==> config.mk <==
export PLATFORM = sky130hd
export DESIGN_NAME = interval_timer_repeat_count
export DESIGN_NICKNAME = d
export VERILOG_FILES = /design/src/rtl/itrc_pkg.sv /design/src/rtl/itrc_in_stage.sv /design/src/rtl/itrc_core.sv /design/src/rtl/itrc_timer.sv /design/src/rtl/interval_timer_repeat_count.sv
export SDC_FILE = /design/constraint.sdc
export NUM_CORES = 1
export LEC_CHECK = 0
export BUFFER_PORTS_ARGS = -buffer_cell sky130_fd_sc_hd__buf_2
export CAP_MARGIN = 10
export CORE_MARGIN = 5
export CORE_UTILIZATION = 50
export DETAILED_ROUTE_END_ITERATION = 6
export GPL_TIMING_DRIVEN = 1
export PLACE_DENSITY_LB_ADDON = 0.25
export RECOVER_POWER = 25
export REMOVE_ABC_BUFFERS = 1
export SKIP_LAST_GASP = 1
export SLEW_MARGIN = 10
export SYNTH_ARGS = -nofsm -noshare
export SYNTH_HDL_FRONTEND = slang
export SYNTH_SLANG_ARGS = --single-unit
==> constraint.sdc <==
create_clock -name clk -period 9.2 [get_ports clk]
set_input_delay 1.38 -clock clk [delete_from_list [all_inputs] [get_ports clk]]
set_output_delay 1.38 -clock clk [all_outputs]
set_load 0.01 [all_outputs]
==> src/rtl/itrc_pkg.sv <==
// ----------------------------------------------------------------------------
// itrc_pkg
// Shared types and constants for the periodic interval timer with repeat count.
// ----------------------------------------------------------------------------
package itrc_pkg;

    localparam int unsigned FUNC_W     = 3;
    localparam int unsigned ELAPSED_W  = 32;
    localparam int unsigned TIMEOUT_W  = 64;
    localparam int unsigned REPEAT_W   = 32;
    localparam int unsigned ACC_W      = 64;
    localparam int unsigned INTERVAL_W = 63;

    // Command codes
    localparam logic [FUNC_W-1:0] FUNC_TICK  = 3'd0;
    localparam logic [FUNC_W-1:0] FUNC_START = 3'd1;
    localparam logic [FUNC_W-1:0] FUNC_STOP  = 3'd2;
    localparam logic [FUNC_W-1:0] FUNC_SET   = 3'd3;

    // Status codes
    localparam logic STATUS_SUCCESS = 1'b0;
    localparam logic STATUS_INVALID = 1'b1;

    // Fire limit that disables counting
    localparam logic [REPEAT_W-1:0] FIRE_UNLIMITED = '1;

    typedef struct packed {
        logic [FUNC_W-1:0]    func;
        logic [ELAPSED_W-1:0] elapsed_ns;
        logic [TIMEOUT_W-1:0] period_ns;
        logic [REPEAT_W-1:0]  repeat_limit;
    } cmd_item_t;

    typedef struct packed {
        logic fired;
        logic status;
        logic is_running;
    } rsp_item_t;

endpackage

==> src/rtl/itrc_in_stage.sv <==
// ----------------------------------------------------------------------------
// itrc_in_stage
// Input register: captures one command item and holds it until the timer
// takes it.
// ----------------------------------------------------------------------------
module itrc_in_stage (
    input  logic                clk,
    input  logic                rst_n,
    input  logic                cmd_valid,
    output logic                cmd_stall,
    input  itrc_pkg::cmd_item_t cmd_item,
    input  logic                advance,
    output logic                item_valid,
    output itrc_pkg::cmd_item_t item
);

    logic                valid_reg;
    logic                valid_next;
    itrc_pkg::cmd_item_t item_reg;

    // Stall while a held item cannot move on
    assign cmd_stall  = valid_reg && !advance;
    assign valid_next = cmd_stall ? valid_reg : cmd_valid;

    // Track occupancy
    always_ff @(posedge clk or negedge rst_n)
    begin
        if (!rst_n)
        begin
            valid_reg <= 1'b0;
        end
        else
        begin
            valid_reg <= valid_next;
        end
    end

    // Capture payload when the register is free
    always_ff @(posedge clk)
    begin
        if (!cmd_stall && cmd_valid)
        begin
            item_reg <= cmd_item;
        end
    end

    assign item_valid = valid_reg;
    assign item       = item_reg;

endmodule

==> src/rtl/itrc_core.sv <==
// ----------------------------------------------------------------------------
// itrc_core
// Tick arithmetic: saturating add of the elapsed time, interval compare and
// subtract, and the saturating fire count increment.
// ----------------------------------------------------------------------------
module itrc_core (
    input  logic [itrc_pkg::ACC_W-1:0]      acc,
    input  logic [itrc_pkg::ELAPSED_W-1:0]  elapsed_ns,
    input  logic [itrc_pkg::INTERVAL_W-1:0] interval,
    input  logic [itrc_pkg::REPEAT_W-1:0]   count,
    output logic [itrc_pkg::ACC_W-1:0]      acc_tick,
    output logic                            hit,
    output logic [itrc_pkg::REPEAT_W-1:0]   count_inc
);

    logic [itrc_pkg::ACC_W:0]   sum_wide;
    logic [itrc_pkg::ACC_W-1:0] sum_sat;
    logic [itrc_pkg::ACC_W:0]   diff_wide;

    // Saturating add, then compare and subtract through one borrow chain
    always_comb
    begin
        sum_wide  = {1'b0, acc} + {{(itrc_pkg::ACC_W + 1 - itrc_pkg::ELAPSED_W){1'b0}},
                                   elapsed_ns};
        sum_sat   = sum_wide[itrc_pkg::ACC_W] ? '1 : sum_wide[itrc_pkg::ACC_W-1:0];
        diff_wide = {1'b0, sum_sat} - {{(itrc_pkg::ACC_W + 1 - itrc_pkg::INTERVAL_W){1'b0}},
                                       interval};
        hit       = !diff_wide[itrc_pkg::ACC_W];
        acc_tick  = hit ? diff_wide[itrc_pkg::ACC_W-1:0] : sum_sat;
        count_inc = (count == '1) ? count : count + 1'b1;
    end

endmodule

==> src/rtl/itrc_timer.sv <==
// ----------------------------------------------------------------------------
// itrc_timer
// Timer state and command execution; writes one result item per command
// into the result register.
// ----------------------------------------------------------------------------
module itrc_timer (
    input  logic                  clk,
    input  logic                  rst_n,
    input  logic                  item_valid,
    output logic                  advance,
    input  itrc_pkg::cmd_item_t   item,
    output logic                  rsp_valid,
    input  logic                  rsp_stall,
    output itrc_pkg::rsp_item_t   rsp_item
);

    logic                                running_reg;
    logic                                running_next;
    logic [itrc_pkg::ACC_W-1:0]          acc_reg;
    logic [itrc_pkg::ACC_W-1:0]          acc_next;
    logic [itrc_pkg::INTERVAL_W-1:0]     interval_reg;
    logic [itrc_pkg::INTERVAL_W-1:0]     interval_next;
    logic [itrc_pkg::REPEAT_W-1:0]       limit_reg;
    logic [itrc_pkg::REPEAT_W-1:0]       limit_next;
    logic [itrc_pkg::REPEAT_W-1:0]       count_reg;
    logic [itrc_pkg::REPEAT_W-1:0]       count_next;
    logic                                rsp_valid_reg;
    logic                                rsp_valid_next;
    itrc_pkg::rsp_item_t                 rsp_reg;
    itrc_pkg::rsp_item_t                 rsp_next;

    logic                                take;
    logic [itrc_pkg::ACC_W-1:0]          acc_tick;
    logic                                hit;
    logic [itrc_pkg::REPEAT_W-1:0]       count_inc;

    // Move on when the result register is empty or being drained
    assign advance = !rsp_valid_reg || !rsp_stall;
    assign take    = item_valid && advance;

    // Tick arithmetic
    itrc_core u_core (
        .acc        (acc_reg),
        .elapsed_ns (item.elapsed_ns),
        .interval   (interval_reg),
        .count      (count_reg),
        .acc_tick   (acc_tick),
        .hit        (hit),
        .count_inc  (count_inc)
    );

    // Execute the command against the timer state
    always_comb
    begin
        running_next  = running_reg;
        acc_next      = acc_reg;
        interval_next = interval_reg;
        limit_next    = limit_reg;
        count_next    = count_reg;
        rsp_next      = rsp_reg;

        if (take)
        begin
            rsp_next.fired  = 1'b0;
            rsp_next.status = itrc_pkg::STATUS_SUCCESS;
            case (item.func)
                itrc_pkg::FUNC_TICK:
                begin
                    if (running_reg)
                    begin
                        acc_next       = acc_tick;
                        rsp_next.fired = hit;
                        if (hit && (limit_reg != itrc_pkg::FIRE_UNLIMITED))
                        begin
                            count_next = count_inc;
                            if (count_inc >= limit_reg)
                            begin
                                running_next = 1'b0;
                            end
                        end
                    end
                end
                itrc_pkg::FUNC_START:
                begin
                    running_next = 1'b1;
                end
                itrc_pkg::FUNC_STOP:
                begin
                    running_next = 1'b0;
                end
                itrc_pkg::FUNC_SET:
                begin
                    acc_next      = '0;
                    interval_next = item.period_ns[itrc_pkg::INTERVAL_W-1:0];
                    limit_next    = item.repeat_limit;
                    count_next    = '0;
                end
                default:
                begin
                    rsp_next.status = itrc_pkg::STATUS_INVALID;
                end
            endcase
            rsp_next.is_running = running_next;
        end
    end

    // Hold the result until the receiver takes it
    always_comb
    begin
        rsp_valid_next = rsp_valid_reg;
        if (take)
        begin
            rsp_valid_next = 1'b1;
        end
        else if (!rsp_stall)
        begin
            rsp_valid_next = 1'b0;
        end
    end

    // Timer state and result valid
    always_ff @(posedge clk or negedge rst_n)
    begin
        if (!rst_n)
        begin
            running_reg   <= 1'b0;
            acc_reg       <= '0;
            interval_reg  <= '0;
            limit_reg     <= '0;
            count_reg     <= '0;
            rsp_valid_reg <= 1'b0;
        end
        else
        begin
            running_reg   <= running_next;
            acc_reg       <= acc_next;
            interval_reg  <= interval_next;
            limit_reg     <= limit_next;
            count_reg     <= count_next;
            rsp_valid_reg <= rsp_valid_next;
        end
    end

    // Result payload
    always_ff @(posedge clk)
    begin
        rsp_reg <= rsp_next;
    end

    assign rsp_valid = rsp_valid_reg;
    assign rsp_item  = rsp_reg;

endmodule

==> src/rtl/interval_timer_repeat_count.sv <==
// ----------------------------------------------------------------------------
// interval_timer_repeat_count
// Periodic interval timer with repeat count, one command item in, one result
// item out.
// ----------------------------------------------------------------------------
// Usage:
//   cmd channel: cmd_valid / cmd_stall / cmd_item carry commands (tick,
//   start, stop, set). rsp channel: rsp_valid / rsp_stall / rsp_item carry
//   one result (fired, status, is_running) per command, in order.
//   Order: an accepted command moves from the input register into the
//   result register once that one is empty or being drained. Throughput:
//   one command per cycle while rsp_stall is low. The timer state is read
//   and written by one pass of add, compare and subtract in the result
//   stage, so each command sees the state left by the one before it with
//   no wait.
//   Reset: running flag, accumulator, interval, fire limit and fire count
//   clear to zero; both pipeline registers empty.
//   Receiver stall: the result register holds its item; a further command
//   waits in the input register, and only then is cmd_stall raised.
// ----------------------------------------------------------------------------
module interval_timer_repeat_count (
    input  logic                clk,
    input  logic                rst_n,
    input  logic                cmd_valid,
    output logic                cmd_stall,
    input  itrc_pkg::cmd_item_t cmd_item,
    output logic                rsp_valid,
    input  logic                rsp_stall,
    output itrc_pkg::rsp_item_t rsp_item
);

    itrc_pkg::cmd_item_t   item;
    logic                  item_valid;
    logic                  advance;

    // Input register
    itrc_in_stage u_in_stage (
        .clk        (clk),
        .rst_n      (rst_n),
        .cmd_valid  (cmd_valid),
        .cmd_stall  (cmd_stall),
        .cmd_item   (cmd_item),
        .advance    (advance),
        .item_valid (item_valid),
        .item       (item)
    );

    // Timer state and result register
    itrc_timer u_timer (
        .clk        (clk),
        .rst_n      (rst_n),
        .item_valid (item_valid),
        .advance    (advance),
        .item       (item),
        .rsp_valid  (rsp_valid),
        .rsp_stall  (rsp_stall),
        .rsp_item   (rsp_item)
    );

endmodule

==> summary.txt, run 1 <==
Worst setup path
  – WP depth: 24
  – Critical R2R Launch: u_in_stage.item[96]
  – Worst setup EP type: register
  – Critical path class: register to register
  – Worst Path Buf+Inv: 2
  – R2r endpoint: u_timer.acc_reg[24]
  – Crit path largest cell delay: 0.56 ns
  – Worst-path cell with the longest stage delay: or2_2
  – Critical Path Start: u_in_stage.item[96]
  – Required @ worst endpoint: 9.62 ns
  – R2R setup slack: 1.89 ns
  – Crit path cell chain: ha_1, fa_1, a211oi_1, o21ai_1, o211ai_1, o211ai_2, o211ai_1, and2_1, or2_2, buf_4, nand2_1, ha_1, a21oi_1, o21ai_0, o22ai_1, o31ai_1, a311oi_1, a41oi_2, a221oi_2, and3_2, buf_4, nor2_1, a21oi_1, o21ai_0
  – FF-to-FF path depth: 24
  – Critical path endpoint: u_timer.acc_reg[24]
  – Largest fanout on the critical path: between 40 and 50
  – Critical Path AT: 7.73 ns
  – CP Launch Type: register
  – Family with the most delay on the worst path: compound AO/OA/AOI/OAI gates

Pwr
  – Seq pwr share: 0.256
  – Sw Share: 0.4418
  – Clk pwr share: 0.192
  – Switch Pwr: 3.442 mW
  – P_int: 4.349 mW
  – Logic pwr share: 0.551
  – Peak supply drop: 0.0001662 V
  – Pleak: 9.753 nW
  – Pwr Density: ~350 nW/um2

Clock tree
  – Clk buf depth: 3
  – Post-CTS Setup Inserts: 0
  – Root buffer cell: clkbuf_16
  – H-tree levels: 2
  – Resize count post-CTS: 0
  – Clk sinks: 327
  – Clk slew on worst S/H paths: 0.06 ns
  – CTS tree: built
  – Post-CTS Hold Fix Bufs: 0
  – Clock Latency Late Sink: 0.57 ns
  – CTS buffer count: 37

Logic synthesis
  – Complex-gate fraction of the synthesized area: 0.1896
  – Post-synth EDFFs: around 130
  – Yosys cell types: 89
  – Synthesized area per cell: between 9 and 10 um2
  – Sequential share of the synthesized area: 0.4472
  – Share of the synthesized area in the top cell type: 0.2454
  – Asr flop ratio synth: 0.5933
  – Largest family of logic cells by synthesized area: compound AO/OA/AOI/OAI gates
  – Most frequent cell after synthesis: nand2_1
  – Post-Synthesis Cells: 2130
  – Post-Synth Adder-Cell Area: 0.08296
  – Area leader, netlist: dfrtp_1
  – Main synth FF type: dfrtp_1
  – Main area contributors after synthesis: dfrtp_1 (25%), edfxtp_1 (20%), ha_1 (8.1%)
  – XOR/XNOR Fraction of Synth Area: 0.05577
  – Post-Synth Simple-Gate Area: 0.1701
  – Synth top cells by count: nand2_1 (313), dfrtp_1 (194), o21ai_0 (190)
  – Ys Warns: 0
  – Multiplexer share of the synthesized area: 0.006324
  – Seq cells post-synth: ~330
  – Netlist Area Pre-Place: about 20000 um2

STA
  – RSZ-0062 raised after global routing: false
  – Slew Viols, Final: 88
  – Setup ws final: 1.891 ns
  – Crit share post-route: 0.7944
  – Rel. slew slack: -2.461
  – F_max: 136.8 MHz
  – Clock period minus worst slack: 7.309 ns
  – TNS Setup: 0 ns
  – Worst slew pin tran: 5.192 ns
  – Setup Skew: 0.02071 ns
  – Final setup fails: 0
  – Final Hold Violating Endpoints: 0

Die
  – Row count: 72
  – Die Outline Area: approximately 44000 um2
  – Die W: 208.9 um
  – Starting density of the core: 0.5084
  – CORE AREA: 38920 um2
  – Top Ports: 140
  – Die height: 208.9 um

Min path
  – Hold Path Class: register to register

Layout
  – Antenna diodes: 0
  – Syn-to-layout area delta: 11.14%
  – Nets@finish: about 2500
  – Final Non-Filler Cells: 2766
  – Layout fillers: about 3500
  – Fraction of layout cells with a size suffix above 1: 0.1103
  – Max reg flops: 130
  – Post-route cell area: 21990 um2

Route
  – # DRC: 0
  – Drt wl/cell: 18.63 um
  – Vias: 16160
  – DRT Pass-1 Iters: 6
  – Vias per std cell: 5.841
  – DRT iter0 DRCs: ~1300
  – Wirelength, routed: between 50000 and 60000 um
  – Final ANT Viol Nets: 0

Place
  – Port buffer count: ~140
  – Pre-CTS setup slack: between 1.5 and 2 ns
  – Final HPWL from detailed placement: 36940 um
  – Gp weighted congestion: approximately 0.9
  – Dpl cells: 2698
  – Placed cell area: roughly 21000 um2

GRT
  – Number of global-route vias before repair: about 16000
  – Global-route wire length before repair: about 83000 um
  – GR Overflow Total: 0
  – Initial antenna violation count: 0
  – Pin count of the biggest net entering global routing: 191
  – GRT Overall Usage: 0.2304

Flow run
  – Maximum Capacitance Violations: 1

Run status
  – Failing checks: max-capacitance violations, max-slew violations
  – Status: finished with violations
## cell usage in the layout, fill, tap and decap left out, types with 17 or more instances in the layout
master     instances
a21o_1            54
a21oi_1          162
a22o_1            21
and3_1            24
buf_2            131
clkbuf_16         39
dfrtp_1          194
edfxtp_1         133
ha_1             128
inv_1            122
nand2_1          313
nand2b_1          17
nand3_1           63
nand4_1           50
nor2_1           119
nor3_1            39
o21ai_0          190
xnor2_1           63
xor2_1            63
## power by group through the flow
stage,combinational [mW],sequential (mW),clock (mW)
after floorplan,3.27,1.97,0
after global placement,4.17,2.01,0
after detailed placement,4.22,2.02,0
after CTS,4.25,1.99,1.54
after global routing,4.78,2.03,1.60
final,4.29,2.00,1.50
## cell type report
cell class                 instances  area [um2]  share of cell area
timing repair buffer             151       792.0             0.03602
inverter                         122       457.9             0.02082
tap                              518       648.1             0.02947
clock inverter                    16       168.9            0.007681
clock buffer                      52        1065             0.04842
sequential                       327        8848              0.4024
multi-input combinational       1580       10010              0.4552
## worst min-delay path by stage
stage | cells after the start | startpoint | slack, ns | end
finish | 2 | u_in_stage.item[92] | 0.45 | u_timer.interval_reg[60]
global route | 2 | u_in_stage.item[39] | 0.46 | u_timer.interval_reg[7]
CTS | 2 | u_in_stage.item[2] | 0.45 | u_timer.limit_reg[2]
detailed placement | 2 | u_in_stage.item[93] | 0.44 | u_timer.interval_reg[61]
global placement | 2 | u_in_stage.item[19] | 0.43 | u_timer.limit_reg[19]
floorplan | 2 | u_in_stage.item[32] | 0.41 | u_timer.interval_reg[0]
## cells by family (layout without fill, tap and decap cells)
| logic type | Yosys count | in the layout |
|---|---|---|
| compound gates | 595 | 595 |
| xor+xnor | 126 | 126 |
| fa+ha+maj | 130 | 130 |
| buf+inv | 223 | 341 |
| flops | 327 | 327 |
| mux | 12 | 12 |
| simple gates | 717 | 717 |
## routing by layer
| layer | GRT usage | part of all wire | vias to the layer above |
|---|---|---|---|
| met3 | 0.04394 | 0.062 | 72 |
| met5 | 0 | 0 | - |
| met4 | 0.05873 | 0.022 | 0 |
| met2 | 0.3673 | 0.46 | 467 |
| li1 | - | - | 7821 |
| met1 | 0.3269 | 0.46 | 7796 |
## worst register-to-register path, stage by stage, from the launching register on
cell	delay, ns
edfxtp_1	0.38
ha_1	0.24
fa_1	0.43
a211oi_1	0.27
o21ai_1	0.25
o211ai_1	0.28
o211ai_2	0.17
o211ai_1	0.31
and2_1	0.26
or2_2	0.56
buf_4	0.39
nand2_1	0.15
ha_1	0.36
a21oi_1	0.33
o21ai_0	0.15
o22ai_1	0.20
o31ai_1	0.12
a311oi_1	0.38
a41oi_2	0.13
a221oi_2	0.36
and3_2	0.52
buf_4	0.53
nor2_1	0.13
a21oi_1	0.17
o21ai_0	0.09
## per-stage QoR
| stage | power, mW | hold WS [ns] | utilization |
|---|---|---|---|
| 6_report | 7.791 | 0.4491 | 0.5651 |
| 3_3_place_gp | 6.183 | 0.4333 | 0.5338 |
| 4_1_cts | 7.783 | 0.4526 | 0.5655 |
| 2_1_floorplan | 5.238 | 0.4146 | - |
| 3_5_place_dp | 6.239 | 0.4378 | 0.5338 |
| 5_1_grt | 8.405 | 0.4581 | 0.5651 |
No activity file was read; power rests on OpenSTA's default activity.
==> run 2, diff against run 1 <==
- clock period: 9.2 -> 6.99 ns (I/O delays scaled with it)
==> run 2 against run 1 <==
  * The flow still finishes with violations (max-capacitance violations, max-slew violations)
  * Register-to-register slack got worse by 1.5 ns
  * Utilization rose by 0.68 points
  * Cell count rose by 1.0%
  * Count of clock-buffer cells in the layout fell by 4
  * Sequential power rose by 31%
  * Highest routed layer unchanged
==> summary.txt, run 2 (synthesis gave the netlist of run 1 again) <==
STA
  – Clock period minus worst slack: ~6.6 ns
  – Crit share post-route: 0.9379
  – Final setup fails: 0
  – F_max: 152.5 MHz
  – Rel. slew slack: -0.9645
  – Setup ws final: about 0.43 ns
  – Final Hold Violating Endpoints: 0
  – RSZ-0062 raised after global routing: false
  – Worst slew pin tran: around 2.9 ns
  – Setup Skew: 0.01721 ns
  – Slew Viols, Final: 49

Pwr
  – Peak supply drop: ~0.00025 V
  – Pwr Density: around 470 nW/um2
  – Tot Pwr: 10.50 mW
  – Pleak: around 9.9 nW

GRT
  – Initial antenna violation count: 0
  – Number of global-route vias before repair: 16100
  – GRT Overall Usage: 0.2334
  – Pin count of the biggest net entering global routing: 191
  – GR Overflow Total: 0
  – Global-route wire length before repair: 83720 um

Route
  – Wirelength, routed: about 52000 um
  – Final ANT Viol Nets: 0
  – DRT iter0 DRCs: 1281
  – Vias: 16400
  – DRT Pass-1 Iters: 5
  – Drt wl/cell: 18.55 um
  – # DRC: 0
  – Vias per std cell: around 5.9

Layout
  – Final core occ: 0.5719
  – Max reg flops: 130
  – Layout fillers: 3490
  – Antenna diodes: 0
  – Most common cell after layout, fill and taps aside: nand2_1
  – Sequential cell area: 8848 um2
  – Nets@finish: 2514
  – Multi-input logic area: 10010 um2
  – Fraction of layout cells with a size suffix above 1: 0.1235
  – Syn-to-layout area delta: 12.48%
  – Most frequent cells in the layout: nand2_1 (313), dfrtp_1 (194), o21ai_0 (190), a21oi_1 (162), buf_2 (134)

Worst setup path
  – Critical Path Start: u_in_stage.item[96]
  – Critical R2R Launch: u_in_stage.item[96]
  – Required @ worst endpoint: 7.42 ns
  – Largest fanout on the critical path: 32
  – Worst setup EP type: register
  – Critical path class: register to register
  – CP Launch Type: register
  – Critical Path AT: 6.99 ns

Place
  – Port buffer count: 138
  – Final HPWL from detailed placement: 37290 um
  – Pre-CTS setup slack: 0.5330 ns
  – Gp weighted congestion: 0.9320

Clock tree
  – H-tree levels: 2
  – Resize count post-CTS: 0
  – Clk slew on worst S/H paths: about 0.060 ns
  – CTS buffer count: 37
  – Root buffer cell: clkbuf_16
  – CTS tree: built
  – Clk sinks: around 330
  – Clk buf depth: 3
  – Clock Latency Late Sink: around 0.56 ns
  – Post-CTS Setup Inserts: 0
  – Post-CTS Hold Fix Bufs: 0

Die
  – Row count: 72
  – CORE AREA: approximately 39000 um2
  – Die height: 208.9 um
  – Starting density of the core: 0.5084
  – Die W: 208.9 um
  – Top Ports: 140
  – Die Outline Area: about 44000 um2

Run status
  – Failing checks: max-capacitance violations, max-slew violations
  – Status: finished with violations

Flow run
  – Maximum Capacitance Violations: 1

Min path
  – Hold Path Class: register to register
  – Min-delay src: u_in_stage.item[9]
[run 2: final timing paths]
path | end | cells past startpoint | slack [ns]
max | u_timer.acc_reg[30] | 23 | 0.43
min reg2reg | u_timer.limit_reg[9] | 2 | 0.45
max in group asynchronous | u_timer.acc_reg[33] | 2 | 3.28
min | u_timer.limit_reg[9] | 2 | 0.45
max reg2reg | u_timer.acc_reg[30] | 23 | 0.43
min in group asynchronous | u_timer.acc_reg[6] | 1 | 1.45
[run 2: area by class of cell]
type / count / share of cell area
sequential: 327 / 0.3976
clock inverter: 18 / 0.009220
clock buffer: 48 / 0.04621
multi-input combinational: 1580 / 0.4497
timing repair buffer: 181 / 0.04756
tap: 518 / 0.02912
inverter: 122 / 0.02058
[run 2: metrics by stage]
step                std cells  instance area, um2  hold WS [ns]  setup TNS [ns]
finish                   2794               22260        0.4483               0
global route             2794               22260        0.4708               0
CTS                      2794               22270        0.4351               0
detailed placement       2728               21040        0.4349               0
global placement         2728               21040        0.4277               0
floorplan                2029               19290        0.4146         -170.85
[run 2: per-layer routing]
metal | track usage | vias up | wire, um
li1 | - | 7881 | -
met1 | 0.3236 | 7892 | 23070
met2 | 0.3751 | 535 | 23830
met3 | 0.04124 | 95 | 3460
met4 | 0.07538 | 0 | 1459
met5 | 0 | - | 0
[run 2: worst max-delay path: stages (launching register included)]
cell and delay [ns]:
edfxtp_1 0.37, ha_1 0.26, fa_1 0.43, a211oi_1 0.28, o21ai_1 0.16, o211ai_1 0.37
o211ai_2 0.21, o211ai_1 0.33, and2_1 0.26, or2_2 0.17, buf_12 0.19, nand2_1 0.10
ha_1 0.34, o21ai_1 0.25, a211oi_1 0.12, o31ai_2 0.39, o21ai_2 0.15, a31oi_2 0.34
a41oi_2 0.26, a221oi_2 0.38, nand3_2 0.26, nand2_2 0.40, nor2_1 0.10, a221o_1 0.28
[run 2: power breakdown]
| group | leakage [nW] | total (mW) | switching [mW] | internal [mW] |
|---|---|---|---|---|
| registers | 3.75 | 2.63 | 0.241 | 2.39 |
| clock network | 0.594 | 1.96 | 0.804 | 1.16 |
| logic | 5.57 | 5.91 | 3.56 | 2.35 |
| total | 9.91 | 10.5 | 4.60 | 5.90 |
